[src/rtl/bpc_pkg.sv]
// ============================================================================
// bpc_pkg
// Shared types and constants for the barometric pressure/temperature
// compensation block.
// ============================================================================
package bpc_pkg;

    localparam int AddrW  = 5;
    localparam int DataW  = 32;
    localparam int CoeffW = 16;
    localparam int RawW   = 24;
    localparam int TempW  = 19;
    localparam int PressW = 32;

    // register indexes (byte address / 4)
    localparam logic [2:0] REG_SENS        = 3'd0;
    localparam logic [2:0] REG_OFFSET      = 3'd1;
    localparam logic [2:0] REG_SENS_TEMP   = 3'd2;
    localparam logic [2:0] REG_OFFSET_TEMP = 3'd3;
    localparam logic [2:0] REG_REF_TEMP    = 3'd4;
    localparam logic [2:0] REG_TEMP_COEFF  = 3'd5;

    localparam logic signed [19:0] TempBase = 20'sd2000;
    localparam logic signed [19:0] TempMax  = 20'sd140000;
    localparam logic signed [19:0] TempMin  = -20'sd140000;
    localparam logic signed [33:0] PressMax = 34'sd2147483647;
    localparam logic signed [33:0] PressMin = -34'sd2147483648;

    typedef struct packed {
        logic [CoeffW-1:0] sens_coeff;
        logic [CoeffW-1:0] offset_coeff;
        logic [CoeffW-1:0] sens_temp_coeff;
        logic [CoeffW-1:0] offset_temp_coeff;
        logic [CoeffW-1:0] ref_temp;
        logic [CoeffW-1:0] temp_coeff;
    } bpc_coeff_t;

    typedef struct packed {
        logic [RawW-1:0] raw_pressure;
        logic [RawW-1:0] raw_temperature;
    } bpc_in_t;

    typedef struct packed {
        logic signed [TempW-1:0]  temperature;
        logic signed [PressW-1:0] pressure;
        logic                     clipped;
    } bpc_out_t;

    // handoff between the coefficient stages and the pressure stages
    typedef struct packed {
        logic               valid;
        logic [RawW-1:0]    d1;
        logic signed [19:0] temp;
        logic signed [36:0] off;
        logic signed [35:0] sens;
    } bpc_mid_t;

endpackage

[src/rtl/bpc_regs.sv]
// ============================================================================
// bpc_regs
// APB register file holding the six calibration words.
// ============================================================================
module bpc_regs (
    input  logic                      clk,
    input  logic                      rst_n,
    input  logic                      psel,
    input  logic                      penable,
    input  logic                      pwrite,
    input  logic [bpc_pkg::AddrW-1:0] paddr,
    input  logic [bpc_pkg::DataW-1:0] pwdata,
    output logic [bpc_pkg::DataW-1:0] prdata,
    output logic                      pready,
    output bpc_pkg::bpc_coeff_t       coeff
);
    import bpc_pkg::*;

    bpc_coeff_t  coeff_reg;
    bpc_coeff_t  coeff_next;
    logic [2:0]  index;
    logic        wr_en;

    assign index  = paddr[4:2];
    assign wr_en  = psel & penable & pwrite;
    assign pready = 1'b1;
    assign coeff  = coeff_reg;

    always_comb
    begin
        coeff_next = coeff_reg;
        if (wr_en)
        begin
            unique case (index)
                REG_SENS:        coeff_next.sens_coeff        = pwdata[CoeffW-1:0];
                REG_OFFSET:      coeff_next.offset_coeff      = pwdata[CoeffW-1:0];
                REG_SENS_TEMP:   coeff_next.sens_temp_coeff   = pwdata[CoeffW-1:0];
                REG_OFFSET_TEMP: coeff_next.offset_temp_coeff = pwdata[CoeffW-1:0];
                REG_REF_TEMP:    coeff_next.ref_temp          = pwdata[CoeffW-1:0];
                REG_TEMP_COEFF:  coeff_next.temp_coeff        = pwdata[CoeffW-1:0];
                default:         coeff_next = coeff_reg;
            endcase
        end
    end

    always_comb
    begin
        unique case (index)
            REG_SENS:        prdata = DataW'(coeff_reg.sens_coeff);
            REG_OFFSET:      prdata = DataW'(coeff_reg.offset_coeff);
            REG_SENS_TEMP:   prdata = DataW'(coeff_reg.sens_temp_coeff);
            REG_OFFSET_TEMP: prdata = DataW'(coeff_reg.offset_temp_coeff);
            REG_REF_TEMP:    prdata = DataW'(coeff_reg.ref_temp);
            REG_TEMP_COEFF:  prdata = DataW'(coeff_reg.temp_coeff);
            default:         prdata = '0;
        endcase
    end

    always_ff @(posedge clk or negedge rst_n)
    begin
        if (!rst_n)
        begin
            coeff_reg <= '0;
        end
        else
        begin
            coeff_reg <= coeff_next;
        end
    end

endmodule

[config.mk]
export PLATFORM = sky130hd
export DESIGN_NAME = bpc_regs
export DESIGN_NICKNAME = d
export VERILOG_FILES = /design/src/rtl/bpc_pkg.sv /design/src/rtl/bpc_regs.sv
export SDC_FILE = /design/constraint.sdc
export NUM_CORES = 1
export LEC_CHECK = 0
export BUFFER_PORTS_ARGS = -buffer_cell sky130_fd_sc_hd__buf_2
export CAP_MARGIN = 20
export CORE_MARGIN = 4
export CORE_UTILIZATION = 50
export CTS_BUF_LIST = sky130_fd_sc_hd__clkbuf_8 sky130_fd_sc_hd__clkbuf_16
export DETAILED_ROUTE_END_ITERATION = 10
export PLACE_DENSITY_LB_ADDON = 0.12
export SETUP_SLACK_MARGIN = 0.5
export SYNTH_ARGS = -nofsm -noshare
export SYNTH_HDL_FRONTEND = slang
export SYNTH_SLANG_ARGS = --single-unit
[constraint.sdc]
create_clock -name clk -period 0.95 [get_ports clk]
set_input_delay 0 -clock clk [delete_from_list [all_inputs] [get_ports clk]]
set_output_delay 0 -clock clk [all_outputs]
set_load 0.02 [all_outputs]
# After elaboration in Yosys (flattened, before gate mapping)
# Cells that the tools add are included.
# word_totals
register_bits,96
latchBits,0
ram_bits,0
romBits,0
in_bits,42
output_inout_bits,129
wordCells,21
memories,0
# op_classes
add_sub_neg,0
mul,0
div_mod_pow,0
n_lt_le_gt_ge,0
eq_ne,5
shifts,0
mux,1
bitwise_logic,2
reduce_logical,7
# op_table
cell,count
$pmux 16 s6,1
$reduce_and 2->1,6
$eq 3x2->1 const B,2
$eq 3x3->1 const B,2
$eq 3x1->1 const B,1
$logic_not 3->1,1
$and 1x1->1,2

# Logic depth before layout (Yosys ltp)
# logic_depth
depth_word,3
depth_mapped,5
depth_no_buf,3

# Worst setup path before layout
# OpenSTA, ideal clock, no wires.
# synth_timing
kind,reg2out
from,"register coeff_reg, in the netlist coeff[85]"
to,output port prdata[5] (netlist name)
t_arrival_ps,1178
required_time_ps,950
path_slack_ps,-228
stages_incl_launch_ff,4
path_buffers,0
cell_sequence,dfrtp_1 nor3b_1 a21oi_1 o21ai_0
# synth_via
elab_chain_cells,1
# synth_rtl
element,line,rtl
from (decl),bpc_regs.sv:19,bpc_coeff_t coeff_reg;
from (signal assigned),bpc_regs.sv:67,coeff_reg <= coeff_next;
$pmux 16 s6,bpc_regs.sv:48,unique case (index)
to (decl),bpc_regs.sv:13,"output logic [bpc_pkg::DataW-1:0] prdata,"
# No other way between the ends.

# Final worst setup path
# layout_timing
from,"register coeff_reg, in the netlist coeff[83]"
to,output port prdata[3] (netlist name)
# Same word-level chain as after synthesis.

==> impl_summary.txt <==
----------------------------------------------------
[Global route]
  Maximum number of pins on one net before global-route repair ... 26
  First-pass GRT wire length ... ~25 mm
  GRT Overall Usage ... 0.295
  Vias in the first global route ... 4391
  Overflow left after global routing ... 0
  Initial antenna violation count ... 0

[Status]
  Status ... complete, but fails checks
  Violated checks ... hold timing, setup timing

[Die]
  Ports ... 171
  Floorplan die width ... 104 um
  Initial Util ... 0.523
  Floorplan row count ... 34
  Area of the die ... 0.0109 mm2
  Height of the die ... roughly 100 um
  Area of the placeable core ... 0.00889 mm2

[Setup path]
  Critical Path Slowest Stage Cell ... dfrtp_2
  Worst Setup Path Type ... flip-flop to primary output
  RR Startpoint ... coeff[51]
  CP peak stage delay ... 0.44 ns
  Maximum fanout along the worst path ... 2
  Worst endpoint required time ... 0.95 ns
  Buf+Inv Stages, Crit Path ... 1
  Critical path startpoint ... coeff[83]
  List of cells traversed by the critical path ... mux2_4 > a221oi_2 > a31oi_2 > buf_4
  Startpoint kind of the worst setup timing path ... flip-flop
  Arrival time at the worst endpoint ... 1.65 ns
  Kind of capture point of the worst setup path ... primary output
  Worst path top cell family by delay ... flip-flops

[Final layout]
  Area growth from synthesis to layout ... 81.2%
  Fin nets ... 662
  Max reg flops ... 96
  Antenna diodes ... 0
  Fillcell total ... 210
  Share of post-route cells with drive strength above 1 ... 0.734

[Detailed routing]
  Via density ... 5.95
  M1 WL ... 7.54 mm
  Remaining routing DRC violations ... 0
  Routed length on met2 ... 11.0 mm
  Top layer used by detailed routing ... met4
  Via Count ... approximately 4400
  Initial detailed-routing violation count ... 254
  Wire length after detailed routing ... around 21 mm
  Number of nets with antenna violations after routing ... 0
  Detailed-route wire length per cell ... 28.9 um
  Routed wire length on met3 ... 1.50 mm
  1st-pass router iterations ... 4

[Logic synthesis]
  Number of instances in the synthesized netlist ... 335
  Register area share after synthesis ... 0.517
  Post-synthesis instance area ... 0.00465 mm2
  Syn Area/Cell ... between 10 and 15 um2
  Flops & latches, synth ... 96
  Synth Warn # ... 0
  Cell variety after synth ... 29

[Timing]
  Fmax ... around 600 MHz
  Setup-failing EPs final ... 149
  Period minus WS final ... around 1.7 ns
  Worst path setup slack after routing ... -0.703 ns
  Final count of pins violating max slew ... 0
  Worst Hold Margin ... -0.486 ns
  Final critical-path share of the clock period ... 1.74
  Unrepaired setup endpoints after global routing ... yes
  Worst Skew ... 0 ns
  Total count of hold-check failures in the final report ... approximately 180

[CTS]
  Master cell of the clock root buffer ... clkbuf_8
  Number of buffers inserted during clock tree synthesis ... 9
  Clock Latency Late Sink ... 0.36 ns
  TritonCTS clock tree ... yes
  H-tree levels ... 3
  Clock sink total ... 96
  Clock-pin slew on the worst setup and hold paths ... 0.10 ns
  Number of buffers on the longest clock path ... 2

[Power and ir drop]
  Static power due to leakage ... 4.15 nW
  Peak ir drop on the vdd network ... 1.35 mV
  Final Total Pwr ... 0.0169 W
  Power per unit of standard cell area ... 2010 mW/mm2

[Placed design]
  Detail Placement HPWL ... 9.86 mm
  Count of input and output buffers ... 135
  Post-placement worst setup slack ... -0.374 ns
  GP Congestion ... 0.874

[Min path]
  Tightest Hold Check Type ... input port to asynchronous set/reset pin

[Flow run]
  Max-Cap Viols ... 0

----------------------------------------------------
## cell usage in the layout, fill, tap and decap left out, types with 3 or more instances in the layout
master and count:
clkbuf_8 11, nand2_1 9, a21oi_1 3, o21ai_2 4
a31oi_2 4, a211o_1 6, buf_12 15, o22a_1 6
mux2_4 79, conb_1 17, buf_2 25, o21ai_1 5
nor2_1 4, dfrtp_2 14, buf_8 3, mux2_2 28
dfrtp_1 82, nor2_4 4, a221oi_2 3, o2bb2ai_1 3
buf_4 34, buf_6 215, mux2i_1 26
## cell type report
class,count,area [um2],share of cell area
clock buffers,11,151,0.0180
repair buffers,293,3170,0.377
well taps,108,135,0.0160
inverters,1,3.75,0.000446
clock inverters,5,55.1,0.00654
multi-input cells,219,2480,0.295
flip-flops and latches,96,2420,0.287
## path summary, 6_finish.rpt
check                             to  slack, ns  cells after the start
setup / recovery           prdata[3]      -0.70                      4
hold / removal             coeff[70]      -0.49                      1
setup reg to reg           coeff[51]      -0.21                      4
hold reg to reg            coeff[52]       0.58                      1
max in group asynchronous  coeff[14]       0.94                      2
min in group clk           coeff[95]      -0.04                      2
## metrics by stage
step                setup TNS, ns  cells  hold slack (ns)  instance area, um2  utilization
floorplan                  -10.11    350           -0.296                5060            -
global placement           -28.81    643          -0.0947                6390        0.719
detailed placement         -30.51    643          -0.0898                6390        0.719
CTS                        -11.83    684           -0.490                7730        0.869
global route               -26.93    733           -0.492                8420        0.947
finish                     -22.78    733           -0.486                8420        0.947
## cells by family after synthesis
kind of cell | after synthesis | share of synthesized area
other | 2 | 0.00162
AO/OA/AOI/OAI | 38 | 0.0574
flip-flops | 96 | 0.517
buffers and inverters | 35 | 0.0547
AND/OR/NAND/NOR | 30 | 0.0517
multiplexers | 134 | 0.318
## timing repair
action / 4_1_cts / 5_1_grt
setup buffers: 24 / 49
gates resized for setup: 277 / 87
pin swaps: 18 / 13
endpoints found under the setup margin: 208 / 208
gates cloned: 1 / 0
endpoints found under the hold margin: 192 / 184
## cells in the mapped netlist (all sizes together)
cell | n | area [um2]
nor3b | 3 | 22.5
inv | 1 | 3.75
mux2 | 107 | 1200
a211o | 6 | 52.6
mux2i | 27 | 270
a31oi | 4 | 25.0
nand4 | 1 | 12.5
a221oi | 4 | 35.0
dfrtp | 96 | 2400
o21ai | 9 | 45.0
nand2b | 2 | 12.5
and3b | 1 | 8.76
clkbuf | 3 | 11.3
or2 | 1 | 8.76
nand4b | 1 | 23.8
buf | 31 | 239
nor2 | 10 | 100
o22a | 6 | 52.6
nor2b | 1 | 6.26
nand2 | 9 | 33.8
o2bb2ai | 3 | 26.3
or2b | 1 | 11.3
a21oi | 6 | 30.0
conb | 2 | 7.51
## routing by layer
| metal | vias up | GRT usage |
|---|---|---|
| met5 | - | 0 |
| met4 | 0 | 0.0902 |
| met3 | 86 | 0.0732 |
| met2 | 270 | 0.522 |
| met1 | 2259 | 0.353 |
| li1 | 1749 | - |
## power breakdown
group,switching [W],internal [W]
registers,0.000898,0.00490
logic,0.00349,0.00472
clock network,0.00157,0.00136
total,0.00596,0.0110
Note: power is estimated with default switching activity, not from simulation.
