[src/rtl/bpc_pkg.sv]
// ============================================================================
// bpc_pkg
// Shared types and constants for the barometric pressure/temperature
// compensation block.
// ============================================================================
package bpc_pkg;

    localparam int AddrW  = 5;
    localparam int DataW  = 32;
    localparam int CoeffW = 16;
    localparam int RawW   = 24;
    localparam int TempW  = 19;
    localparam int PressW = 32;

    // register indexes (byte address / 4)
    localparam logic [2:0] REG_SENS        = 3'd0;
    localparam logic [2:0] REG_OFFSET      = 3'd1;
    localparam logic [2:0] REG_SENS_TEMP   = 3'd2;
    localparam logic [2:0] REG_OFFSET_TEMP = 3'd3;
    localparam logic [2:0] REG_REF_TEMP    = 3'd4;
    localparam logic [2:0] REG_TEMP_COEFF  = 3'd5;

    localparam logic signed [19:0] TempBase = 20'sd2000;
    localparam logic signed [19:0] TempMax  = 20'sd140000;
    localparam logic signed [19:0] TempMin  = -20'sd140000;
    localparam logic signed [33:0] PressMax = 34'sd2147483647;
    localparam logic signed [33:0] PressMin = -34'sd2147483648;

    typedef struct packed {
        logic [CoeffW-1:0] sens_coeff;
        logic [CoeffW-1:0] offset_coeff;
        logic [CoeffW-1:0] sens_temp_coeff;
        logic [CoeffW-1:0] offset_temp_coeff;
        logic [CoeffW-1:0] ref_temp;
        logic [CoeffW-1:0] temp_coeff;
    } bpc_coeff_t;

    typedef struct packed {
        logic [RawW-1:0] raw_pressure;
        logic [RawW-1:0] raw_temperature;
    } bpc_in_t;

    typedef struct packed {
        logic signed [TempW-1:0]  temperature;
        logic signed [PressW-1:0] pressure;
        logic                     clipped;
    } bpc_out_t;

    // handoff between the coefficient stages and the pressure stages
    typedef struct packed {
        logic               valid;
        logic [RawW-1:0]    d1;
        logic signed [19:0] temp;
        logic signed [36:0] off;
        logic signed [35:0] sens;
    } bpc_mid_t;

endpackage

[src/rtl/bpc_coeff.sv]
// ============================================================================
// bpc_coeff
// Stages 1-3: temperature difference, the three coefficient products,
// then temperature, offset and sensitivity.
// ============================================================================
module bpc_coeff (
    input  logic                clk,
    input  logic                rst_n,
    input  logic                in_valid,
    input  bpc_pkg::bpc_in_t    sample,
    input  bpc_pkg::bpc_coeff_t coeff,
    output bpc_pkg::bpc_mid_t   mid
);
    import bpc_pkg::*;

    // stage 1
    logic               v1_reg;
    logic [RawW-1:0]    d1_1_reg;
    logic signed [24:0] dt_reg;
    logic signed [24:0] dt_next;
    // stage 2
    logic               v2_reg;
    logic [RawW-1:0]    d1_2_reg;
    logic signed [41:0] p6_reg, p4_reg, p3_reg;
    logic signed [41:0] p6_next, p4_next, p3_next;
    // stage 3
    logic               v3_reg;
    logic [RawW-1:0]    d1_3_reg;
    logic signed [19:0] temp_reg, temp_next;
    logic signed [36:0] off_reg, off_next;
    logic signed [35:0] sens_reg, sens_next;

    assign dt_next = $signed({1'b0, sample.raw_temperature})
                   - $signed({1'b0, coeff.ref_temp, 8'b0});

    assign p6_next = dt_reg * $signed({1'b0, coeff.temp_coeff});
    assign p4_next = dt_reg * $signed({1'b0, coeff.offset_temp_coeff});
    assign p3_next = dt_reg * $signed({1'b0, coeff.sens_temp_coeff});

    // arithmetic right shifts give floor division
    assign temp_next = 20'($signed(p6_reg[41:23])) + TempBase;
    assign off_next  = $signed({4'b0, coeff.offset_coeff, 17'b0})
                     + 37'($signed(p4_reg[41:6]));
    assign sens_next = $signed({4'b0, coeff.sens_coeff, 16'b0})
                     + 36'($signed(p3_reg[41:7]));

    always_ff @(posedge clk or negedge rst_n)
    begin
        if (!rst_n)
        begin
            v1_reg <= 1'b0;
            v2_reg <= 1'b0;
            v3_reg <= 1'b0;
        end
        else
        begin
            v1_reg <= in_valid;
            v2_reg <= v1_reg;
            v3_reg <= v2_reg;
        end
    end

    always_ff @(posedge clk)
    begin
        d1_1_reg <= sample.raw_pressure;
        dt_reg   <= dt_next;
        d1_2_reg <= d1_1_reg;
        p6_reg   <= p6_next;
        p4_reg   <= p4_next;
        p3_reg   <= p3_next;
        d1_3_reg <= d1_2_reg;
        temp_reg <= temp_next;
        off_reg  <= off_next;
        sens_reg <= sens_next;
    end

    assign mid.valid = v3_reg;
    assign mid.d1    = d1_3_reg;
    assign mid.temp  = temp_reg;
    assign mid.off   = off_reg;
    assign mid.sens  = sens_reg;

endmodule

[config.mk]
export PLATFORM = sky130hd
export DESIGN_NAME = bpc_coeff
export DESIGN_NICKNAME = d
export VERILOG_FILES = /design/src/rtl/bpc_pkg.sv /design/src/rtl/bpc_coeff.sv
export SDC_FILE = /design/constraint.sdc
export NUM_CORES = 2
export LEC_CHECK = 0
export CELL_PAD_IN_SITES_DETAIL_PLACEMENT = 1
export CELL_PAD_IN_SITES_GLOBAL_PLACEMENT = 2
export CORE_MARGIN = 2
export CORE_UTILIZATION = 28
export CTS_CLUSTER_SIZE = 25
export DETAILED_ROUTE_END_ITERATION = 8
export DONT_BUFFER_PORTS = 1
export PLACE_DENSITY = 0.57
export SLEW_MARGIN = 15
export SYNTH_ARGS = -nofsm -noshare
export SYNTH_HDL_FRONTEND = slang
export SYNTH_SLANG_ARGS = --single-unit
[constraint.sdc]
create_clock -name clk -period 12.72 [get_ports clk]
set_input_delay 1.908 -clock clk [delete_from_list [all_inputs] [get_ports clk]]
set_output_delay 1.908 -clock clk [all_outputs]
set_load 0.03 [all_outputs]
======== Word level (Yosys, flattened, before mapping) ========
Index checks and enable logic that the tools add are counted.
operators by class
  add/sub/neg operators ................... 4
  multipliers ............................. 3
operators with widths
  cell                    count
  $mul 25x17->42          3
  $add 34x36->37          1
  $add 33x35->36          1
  $sub 24x24->25          1
  $add 19x12->20 const B  1
word-level totals
  register bits after elaboration ......... 319

======== Depth between registers and ports, before layout ========
  depth in word-level cells ............... 1
  gate-level depth with buffers ........... 27
  gate-level depth less buffers ........... 26

======== Worst setup path before layout ========
OpenSTA, ideal clock, no wires.
  path type ............................... input to register
  start ................................... input coeff[34] (netlist name)
  end ..................................... register p4_reg[41]
  arrival time ............................ 7769 ps
  required time ........................... 12599 ps
  slack ................................... 4830 ps
  cell stages on the path ................. 25
  buffers on the path ..................... 3
  path through ............................ clkbuf_1 clkbuf_1 nand2_1 fa_1 fa_1 fa_1 inv_1 fa_1 fa_1 inv_1 fa_1 inv_1 ha_1 buf_2 nand3_1 nor3_1 a221o_1 o2bb2ai_1 a211o_1 a21oi_1 nor3_1 nor2_1 o31ai_1 a21oi_1 xnor2_1
on the way
  word-level cells in the longest chain between the ends .. 1
ends and longest elaborated chain
  item                    RTL line         text
  start: declaration      bpc_coeff.sv:11  input bpc_pkg::bpc_coeff_t coeff,
  $mul 25x17->42          bpc_coeff.sv:37  assign p4_next = dt_reg * $signed({1'b0, coeff.offset_temp_coeff});
  named net p4_next[41]   bpc_coeff.sv:25  logic signed [41:0] p6_next, p4_next, p3_next;
  end signal: assignment  bpc_coeff.sv:69  p4_reg <= p4_next;
  end: declaration        bpc_coeff.sv:24  logic signed [41:0] p6_reg, p4_reg, p3_reg;
The timed path passes the listed nets, and every way through them passes these cells.

======== Final worst setup path ========
  start ................................... register dt_reg[20]
  end ..................................... register p6_reg[41]
on the way
  word-level cells in the longest chain between the ends .. 1
ends and longest elaborated chain
  item                      RTL line         text
  start: declaration        bpc_coeff.sv:19  logic signed [24:0] dt_reg;
  start signal: assignment  bpc_coeff.sv:66  dt_reg <= dt_next;
  $mul 25x17->42            bpc_coeff.sv:36  assign p6_next = dt_reg * $signed({1'b0, coeff.temp_coeff});
  named net p6_next[41]     bpc_coeff.sv:25
  end signal: assignment    bpc_coeff.sv:68  p6_reg <= p6_next;
  end: declaration          bpc_coeff.sv:24
The timed path passes the listed nets, and every way through them passes these cells.

==> impl_metrics.ini <==
[run_status]
status = finished clean

[global_route]
grt_util_all_layers_pct = 16.5
antenna_found_initial = 7
grt_pass1_wl_um = 228000
grt_pass1_vias = 37981
grt_max_degree = 49
grt_overflow = 0

[placed_design]
preCtsSetupSlack_ns = 4.12
port_buffers = 0
place_congestion = 0.754
hpwl_um = 110000

[synthesis]
synth-seq-cells = 283
syn_avg_cell_area_um2 = 9.28
synth_cell_type_count = 62
yosys-top-cells-area = fa_1, dfxtp_1, inv_1, ha_1, and2_1
syn_nets = 7048
synth_edf_count = 0
async_flop_share_pct = 1.06
synth_area_um2 = 49900
syn_inst = 5379
yosys_warnings = 0
synth_flop_cell = dfxtp_1
synth.largest_area_cell = fa_1
synth_top_area_share_pct = 46.9
seq_area_frac_synth_pct = 11.4

[setup_path]
crit_family = adder cells
r2r-start = dt_reg[20]
start_kind = flop
cp_data_required_time_ns = 13.23
r2r_cells = 22
crit_arrival_ns = 8.58
critPathMaxStageDelay_ns = 0.89
reg2reg_to = p6_reg[41]
cp_cell_sequence = buf_4, nand2_1, fa_1, fa_1, fa_1, inv_1, fa_1, fa_1, inv_1, fa_1, inv_1, ha_1, and4_1, and3_1, nor3b_1, o2111ai_2, a21boi_1, a41o_1, a211oi_2, o21ai_1, a31oi_1, xnor2_1
crit_buf_inv = 4
critPathKind = flop to flop
end_kind = flop
path_max_fanout = 34
cpMostUsedCell = fa_1
regToRegSetupSlack_ns = 4.65
slowest_stage = nor3b_1

[detailed_routing]
vias = 32992
firstDrtPassIters = 5
wirelength_um = 143000
ant_nets = 0
vias_per_cell = 4.35
wl_per_cell_um = 18.9
drt_first_iter_violations = 1045
route.detailed.drc = 0

[clock_network]
h-tree-depth = 2
cts-root-buf = clkbuf_16
postCtsSetupRepairBufs = 0
cts_tree = yes
cts.clk_slew.worst_paths_ns = 0.06
clk_path_buf_depth = 3
cts_made_buffers = 37
cts_sinks = 283
clk_latency_ns = 0.64
ctsHoldBuffers = 0
cts-resized-gates = 0

[sta]
setup_viol = 0
tightest_slew_ns = 1.06
fin_crit_ns = 8.07
period_share_pct = 63.5
finalHoldViolCount = 0
slew_headroom_pct = 29.0
rsz0062_at_grt = false
fin_skew_ns = 0.0286
slew_viol_final = 0
final.setup.tns_ns = 0
setup_slack_ns = 4.65
max_freq_mhz = 124

[die]
die_h_um = 426
num_rows = 154
start_util_pct = 28.3
core_um2 = 177000
dieArea_um2 = 182000
die_w_um = 426
ios = 265

[job]
drv_cap = 0

[layout]
nFillCells = 20212
fin_nets = 6886
layout_common_cells = inv_1, fa_1, nand2_1
fin_util_pct = 30.3
largest_register_ffs = 37
final_layout_size_suffix_gt1_share_pct = 2.59
area_growth_pct = 7.40
final_common_cell = inv_1

[min_path]
hold-path-endpoint = d1_3_reg[4]
min_path_cells = 0
min_from = d1_2_reg[4]
hold_class = flop to flop
-- layout make-up --
type / count / area (µm²) / area share [%]
clock inverters: 21 / 329 / 0.614
inverters: 1470 / 5520 / 10.3
repair buffers: 30 / 225 / 0.420
multi-input cells: 3395 / 37900 / 70.6
diodes: 6 / 15.0 / 0.0280
clock buffers: 46 / 1030 / 1.92
well taps: 2340 / 2930 / 5.46
flip-flops and latches: 283 / 5720 / 10.7
-- metrics by stage --
| step | cell area (µm²) | std cells | hold WS (ns) |
|---|---|---|---|
| finish | 53600 | 7591 | 0.324 |
| global route | 53600 | 7585 | 0.331 |
| CTS | 53600 | 7585 | 0.326 |
| detailed placement | 52200 | 7518 | 0.313 |
| global placement | 52200 | 7518 | 0.310 |
| floorplan | 49900 | 5379 | 0.310 |
-- routing by layer --
layer  global-route usage (%)  part of all wire (%)  up-vias
met4                     4.03                   2.4        0
met3                     2.15                   3.0       95
li1                         -                     -    14985
met2                     29.2                    51      335
met1                     21.3                    44    17577
met5                        0                     0        -
-- logic make-up (layout without fill, tap and decap cells) --
logic type               Yosys count  after routing  share of synthesized area [%]
buffers and inverters           1701           1567                           12.8
AND/OR/NAND/NOR                 1452           1452                           13.9
other                              0              6                              0
XOR/XNOR                         153            153                           2.68
flip-flops                       283            283                           11.4
adder cells (fa/ha/maj)         1522           1522                           55.7
AO/OA/AOI/OAI                    268            268                           3.54
-- how the worst max path moves through the flow --
stage / startpoint / endpoint / slack (ns) / cells after the start
2_1_floorplan: coeff[34] / p4_reg[41] / 4.83 / 25
3_3_place_gp: coeff[5] / p6_reg[39] / 4.08 / 22
3_5_place_dp: coeff[5] / p6_reg[41] / 4.12 / 22
4_1_cts: dt_reg[20] / p6_reg[41] / 4.53 / 22
5_1_grt: dt_reg[20] / p6_reg[39] / 4.20 / 22
6_report: dt_reg[20] / p6_reg[41] / 4.65 / 22
-- Yosys cell counts (all sizes together), types with 2 or more instances --
master / number
a221o: 2
a221oi: 2
nand2b: 17
o211ai: 9
fa: 1170
o21a: 24
a2111oi: 4
dfxtp: 280
and3: 12
a21o: 36
xor2: 45
or3: 4
nor2: 86
and4: 5
buf: 3
a21boi: 9
nand2: 766
o31ai: 2
a21oi: 82
nand4: 8
inv: 1470
nor2b: 21
o21bai: 7
and2: 479
nand3: 16
nand3b: 2
a211oi: 9
o21ai: 55
a31oi: 8
o2111ai: 3
o41ai: 6
dfrtp: 3
xnor2: 108
nor3b: 2
a41o: 2
a211o: 2
nor3: 28
or2: 4
ha: 352
clkbuf: 228
Power is not shown: default switching activity piles up to over one toggle a cycle in this logic, so the estimate is an artifact.
