File: src/rtl/bpc_pkg.sv
// ============================================================================
// bpc_pkg
// Shared types and constants for the barometric pressure/temperature
// compensation block.
// ============================================================================
package bpc_pkg;

    localparam int AddrW  = 5;
    localparam int DataW  = 32;
    localparam int CoeffW = 16;
    localparam int RawW   = 24;
    localparam int TempW  = 19;
    localparam int PressW = 32;

    // register indexes (byte address / 4)
    localparam logic [2:0] REG_SENS        = 3'd0;
    localparam logic [2:0] REG_OFFSET      = 3'd1;
    localparam logic [2:0] REG_SENS_TEMP   = 3'd2;
    localparam logic [2:0] REG_OFFSET_TEMP = 3'd3;
    localparam logic [2:0] REG_REF_TEMP    = 3'd4;
    localparam logic [2:0] REG_TEMP_COEFF  = 3'd5;

    localparam logic signed [19:0] TempBase = 20'sd2000;
    localparam logic signed [19:0] TempMax  = 20'sd140000;
    localparam logic signed [19:0] TempMin  = -20'sd140000;
    localparam logic signed [33:0] PressMax = 34'sd2147483647;
    localparam logic signed [33:0] PressMin = -34'sd2147483648;

    typedef struct packed {
        logic [CoeffW-1:0] sens_coeff;
        logic [CoeffW-1:0] offset_coeff;
        logic [CoeffW-1:0] sens_temp_coeff;
        logic [CoeffW-1:0] offset_temp_coeff;
        logic [CoeffW-1:0] ref_temp;
        logic [CoeffW-1:0] temp_coeff;
    } bpc_coeff_t;

    typedef struct packed {
        logic [RawW-1:0] raw_pressure;
        logic [RawW-1:0] raw_temperature;
    } bpc_in_t;

    typedef struct packed {
        logic signed [TempW-1:0]  temperature;
        logic signed [PressW-1:0] pressure;
        logic                     clipped;
    } bpc_out_t;

    // handoff between the coefficient stages and the pressure stages
    typedef struct packed {
        logic               valid;
        logic [RawW-1:0]    d1;
        logic signed [19:0] temp;
        logic signed [36:0] off;
        logic signed [35:0] sens;
    } bpc_mid_t;

endpackage

File: src/rtl/bpc_press.sv
// ============================================================================
// bpc_press
// Stages 4-7: temperature clamp and split pressure product, recombine and
// scale, subtract offset, final scale and saturation into the result register.
// ============================================================================
module bpc_press (
    input  logic                clk,
    input  logic                rst_n,
    input  bpc_pkg::bpc_mid_t   mid,
    output logic                done,
    output bpc_pkg::bpc_out_t   result
);
    import bpc_pkg::*;

    // stage 4
    logic                     v4_reg;
    logic signed [TempW-1:0]  t4_reg, t4_next;
    logic                     tclip4_reg, tclip4_next;
    logic [41:0]              pplo_reg, pplo_next;
    logic signed [42:0]       pphi_reg, pphi_next;
    logic signed [36:0]       off4_reg;
    // stage 5
    logic                     v5_reg;
    logic signed [TempW-1:0]  t5_reg;
    logic                     tclip5_reg;
    logic signed [36:0]       off5_reg;
    logic signed [60:0]       full;
    logic signed [39:0]       q5_reg, q5_next;
    // stage 6
    logic                     v6_reg;
    logic signed [TempW-1:0]  t6_reg;
    logic                     tclip6_reg;
    logic signed [40:0]       diff6_reg, diff6_next;
    // stage 7
    logic                     done_reg;
    bpc_out_t                 out_reg, out_next;
    logic signed [33:0]       p_ext;
    logic                     p_hi, p_lo;

    always_comb
    begin
        tclip4_next = 1'b0;
        t4_next     = mid.temp[TempW-1:0];
        priority if (mid.temp > TempMax)
        begin
            t4_next     = TempMax[TempW-1:0];
            tclip4_next = 1'b1;
        end
        else if (mid.temp < TempMin)
        begin
            t4_next     = TempMin[TempW-1:0];
            tclip4_next = 1'b1;
        end
    end

    // sensitivity split into an unsigned low half and a signed high half
    assign pplo_next = mid.d1 * mid.sens[17:0];
    assign pphi_next = $signed({1'b0, mid.d1}) * $signed(mid.sens[35:18]);

    assign full    = $signed({pphi_reg, 18'b0}) + $signed({19'b0, pplo_reg});
    assign q5_next = full[60:21];

    assign diff6_next = 41'(q5_reg) - 41'(off5_reg);

    assign p_ext = 34'($signed(diff6_reg[40:15]));
    assign p_hi  = p_ext > PressMax;
    assign p_lo  = p_ext < PressMin;

    always_comb
    begin
        out_next.temperature = t6_reg;
        out_next.clipped     = tclip6_reg | p_hi | p_lo;
        priority if (p_hi)
        begin
            out_next.pressure = PressMax[PressW-1:0];
        end
        else if (p_lo)
        begin
            out_next.pressure = PressMin[PressW-1:0];
        end
        else
        begin
            out_next.pressure = p_ext[PressW-1:0];
        end
    end

    always_ff @(posedge clk or negedge rst_n)
    begin
        if (!rst_n)
        begin
            v4_reg   <= 1'b0;
            v5_reg   <= 1'b0;
            v6_reg   <= 1'b0;
            done_reg <= 1'b0;
        end
        else
        begin
            v4_reg   <= mid.valid;
            v5_reg   <= v4_reg;
            v6_reg   <= v5_reg;
            done_reg <= v6_reg;
        end
    end

    always_ff @(posedge clk)
    begin
        t4_reg     <= t4_next;
        tclip4_reg <= tclip4_next;
        pplo_reg   <= pplo_next;
        pphi_reg   <= pphi_next;
        off4_reg   <= mid.off;
        t5_reg     <= t4_reg;
        tclip5_reg <= tclip4_reg;
        off5_reg   <= off4_reg;
        q5_reg     <= q5_next;
        t6_reg     <= t5_reg;
        tclip6_reg <= tclip5_reg;
        diff6_reg  <= diff6_next;
        out_reg    <= out_next;
    end

    assign done   = done_reg;
    assign result = out_reg;

endmodule

File: config.mk
export PLATFORM = sky130hd
export DESIGN_NAME = bpc_press
export DESIGN_NICKNAME = d
export VERILOG_FILES = /design/src/rtl/bpc_pkg.sv /design/src/rtl/bpc_press.sv
export SDC_FILE = /design/constraint.sdc
export NUM_CORES = 2
export LEC_CHECK = 0
export ABC_AREA = 1
export BUFFER_PORTS_ARGS = -buffer_cell sky130_fd_sc_hd__buf_4
export CORE_ASPECT_RATIO = 1.2
export CORE_MARGIN = 5
export CORE_UTILIZATION = 50
export DETAILED_ROUTE_END_ITERATION = 10
export PLACE_DENSITY = 0.69
export SYNTH_ARGS = -nofsm -noshare
export SYNTH_HDL_FRONTEND = slang
export SYNTH_SLANG_ARGS = --single-unit
File: constraint.sdc
create_clock -name clk -period 1.5 [get_ports clk]
set_input_delay 0.225 -clock clk [delete_from_list [all_inputs] [get_ports clk]]
set_output_delay 0.225 -clock clk [all_outputs]
set_load 0.02 [all_outputs]
* Word level (Yosys, flattened, before mapping)
Cells that the tools add are included.
Cells by class: $add $sub $neg 2, multiply operators 2, divide/modulo/power cells 0, magnitude comparators 4, eq/ne operators 0, shifts and indexed selects 0, mux-type cells 3, bitwise logic cells 2, reduce and logical (&&, ||, !) cells 1
Operator list (count):
- $add 61x43->61 | 1
- $mul 25x18->43 | 1
- $mul 24x18->42 | 1
- $sub 40x37->41 | 1
- $gt 26x32->1 const B | 1
- $lt 26x32->1 const B | 1
- $mux 32 | 1
- $gt 20x19->1 const B | 1
- $lt 20x19->1 const B | 1
- $mux 19 | 1
- $or 1x1->1 | 2
- $reduce_or 2->1 | 1
- $mux 1 | 1
Word-level totals: register bits after elaboration 356, bits in latches 0, bits in writable memories 0, ROM bits 0, input port bits 120, output and inout bits 53, word-level logic and storage cells 34, memories 0

* Logic depth before layout (Yosys ltp)
word-level depth 3, depth in mapped cells 29, mapped depth without buffers 27

* Least setup slack after synthesis
Ideal clock, no wire load.
path type input-to-reg, start input mid[107] (netlist bit), end register pphi_reg[32], library setup time 0.112 ns, data arrival time 5.194 ns, required time 1.388 ns, setup slack -3.806 ns, stages on the path 22, path buffers 2, cells stage by stage clkbuf_1 > clkbuf_1 > nand2_1 > fa_1 > inv_1 > fa_1 > inv_1 > fa_1 > inv_1 > fa_1 > fa_1 > inv_1 > fa_1 > inv_1 > ha_1 > a21oi_1 > o21ai_0 > a21oi_1 > nand3_1 > a21o_1 > nand2_1 > nand2_1
On the way: word-level cells in the longest chain between the ends 1
Ends and longest elaborated chain:
- start: declaration | line bpc_press.sv:9 | input bpc_pkg::bpc_mid_t mid,
- $mul 25x18->43 | line bpc_press.sv:58 | assign pphi_next = $signed({1'b0, mid.d1}) * $signed(mid.sens[35:18]);
- named net pphi_next[32] | line bpc_press.sv:20 | logic signed [42:0] pphi_reg, pphi_next;
- end signal: assignment | line bpc_press.sv:110 | pphi_reg <= pphi_next;
- end: declaration | line bpc_press.sv:20
The timed path passes the listed nets, and every way through them passes these cells. A chain may end at the register's enable or synchronous reset.

* Worst setup path after layout
start input mid[102] (netlist bit), end register pphi_reg[39]
Same word-level chain as after synthesis.

==> summary.txt <==
DP HPWL - 99900 um
Clk_lat worst skew - 580 ps
Post-Synth Adder-Cell Area - 44.0%
WHS - 201 ps
CP Max Fanout - 5
Initial antenna violation count - 0
Die width - 271 um
Routed WL per cell - 18.6 um
Fmax - 214 MHz
Vias per cell - 5.11
FF-to-FF Start - off5_reg[17]$_DFF_P_
Gate Count Post-Synth - 5342
Least-Margin Pin Slew - 535 ps
Post-synthesis sequential area ratio - 15.6%
WP data arrival - 5150 ps
Multiplexer area fraction after synthesis - 0%
PnR worst setup slack - -3180 ps
Crit path required time - 1970 ps
Nets - 7339
Initial DRC Count - 2160
Synth Area in Simple Gates - 18.8%
DP Worst Slack - -4000 ps
Total CTS buffers - 27
Share of layout cells above drive strength 1 - 36.5%
Port buffer count - 172
Vias - 37200
Mapped Nets - 6484
Async S/R FF share, synth - 1.26%
Vias in the first global route - 40100
CTS tree - done
Largest family of logic cells by synthesized area - adder cells
Rows - 115
Largest net degree at the start of global routing - 29
Die ar. - 87900 um^2
Initial Util - 50.2%
Post-Synth XOR/XNOR Area - 1.64%
Post-Syn Area - 41000 um^2
Pins Over Slew Limit - 0
Worst Clk Skew - 22.8 ps
Clock transition at path regs - 70 ps
Largest buffer count on any clock path - 3
Post-synthesis compound-gate area fraction - 4.75%
Pre-Repair DR Iteration Count - 6
First-pass GRT wire length - 209000 um
Hold violation count in the final report - 0
RSZ-0062 raised after global routing - yes
Synth Register Bits - 318
Number of flip-flops in the largest register - 47
Residual DRC - 0
Post-synth cell types - 50
GRT Util Overall - 29.7%
Worst hold start - mid[18]
Layout area overhead - 44.2%
Placed cell count - 6990
Die height - 324 um
Grt ovf - 0
# setup viols final - 145
Critical path class - input pin to flop
Total I/O pin count - 173
Slew margin rel. - 64.3%
Status - finished, violations left
Commonest cells after routing, fill and taps aside - inv_1 (1271), nand2_1 (1132), buf_4 (714)
Failing checks - negative setup slack
WL final - 136000 um
Post-route ant nets - 0
Fin crit share - 312%
Worst Hold Class - input pin to flop
CORE AREA - 81700 um^2
Post-route minimum period - 4680 ps
H-tree level count - 1
Top_reg_cell synth - dfxtp_1
Max Cap Viol - 0
Yosys warnings - 0
Placer Congestion - 0.978
Startpoint types - input pin
N_diodes - 0
Clk root buf - clkbuf_16
CTS Sinks - 318
Fin cells - 7270
EDFF count, synth - 0
Syn Area/Cell - 7.68 um^2
Worst setup startpoint - mid[102]
Crit. End Element - flop
Commonest non-fill, non-tap cell in the layout - inv_1
==> per-layer routing <==
metal,wire (um),part of all wire (%),GRT usage [%]
met5,0,0,0
met4,9260,6.8,15.1
met3,7470,5.5,3.03
met1,51300,38,35.6
met2,67600,50,53.6
==> critical path, cell delays in order <==
cell	delay, ps
buf_16	130
buf_4	140
buf_4	140
nand2_1	50
inv_1	50
fa_1	560
fa_1	440
fa_1	540
fa_1	450
fa_1	490
inv_1	50
fa_1	560
inv_2	70
ha_4	270
a21oi_4	180
o21ai_2	90
nand2_1	130
nand2_1	100
a21o_1	160
nor2_1	130
nand2_1	70
nand2_1	50
nand2_1	50
==> worst paths after layout <==
check / endpoint / slack [ps] / cells past startpoint
worst min-delay path: pphi_reg[0]$_DFF_P_ / 200 / 5
min in group asynchronous: v4_reg$_DFF_PN0_ / 600 / 3
worst max register to register: diff6_reg[38]$_DFF_P_ / -460 / 13
worst min register to register: off5_reg[22]$_DFF_P_ / 320 / 0
max in group asynchronous: done$_DFF_PN0_ / 710 / 3
worst max-delay path: pphi_reg[39]$_DFF_P_ / -3180 / 23
==> cell families (layout without fill, tap and decap cells) <==
logic type,count (synthesis),after routing
compound gates,352,352
xor+xnor,76,76
fa+ha+maj,1022,1022
buf+inv,1650,2525
flops,318,318
simple gates,1924,1924
==> synthesized netlist by cell type (4+ instances only) <==
cell type / number / area, um^2
nor2_2: 8 / 50.1
dfxtp_1: 314 / 6290
o211ai_1: 5 / 37.5
o21ai_1: 22 / 110
o21ai_0: 85 / 425
nand4_1: 39 / 244
clkbuf_1: 197 / 739
nand2_1: 1427 / 5360
nor3_1: 41 / 205
and2_1: 6 / 37.5
dfrtp_1: 4 / 100
ha_1: 320 / 4000
inv_2: 9 / 33.8
nand2_2: 7 / 43.8
inv_1: 1435 / 5390
o21a_1: 11 / 82.6
fa_1: 702 / 14100
nand3_1: 115 / 576
xor2_1: 58 / 508
a21o_1: 18 / 135
o21bai_1: 9 / 67.6
a21oi_1: 173 / 866
a21boi_0: 8 / 60.1
nor2_1: 251 / 942
or2_2: 8 / 50.1
buf_4: 6 / 45.0
a31oi_1: 6 / 37.5
nor3_2: 8 / 80.1
xnor2_1: 17 / 149
==> metrics by stage <==
| step | setup TNS (ps) | cell area (um^2) | util (%) |
|---|---|---|---|
| after floorplan | -195880 | 44100 | - |
| after global placement | -252390 | 49900 | 61.0 |
| after detailed placement | -255730 | 49900 | 61.0 |
| after CTS | -190010 | 57100 | 69.8 |
| after global routing | -216360 | 59100 | 72.4 |
| final | -203550 | 59100 | 72.4 |
==> timing repair <==
item | CTS | global route
pin swaps | 445 | 278
hold buffers | 59 | 0
hold endpoints to repair | 61 | 0
buffers inserted | 107 | 66
cloned | 12 | 3
setup endpoints to repair | 126 | 153
resized for setup | 1178 | 369
==> cell type report <==
cell class / instances / area [um^2]
multi-input cells: 3374 / 35000
fillers: 5764 / 22600
repair buffers: 1031 / 9950
flip-flops and latches: 318 / 6480
inverters: 1445 / 5450
well taps: 1053 / 1320
clock buffers: 31 / 721
clock inverters: 18 / 194
Power is not shown: default switching activity piles up to over one toggle a cycle in this logic, so the estimate is an artifact.
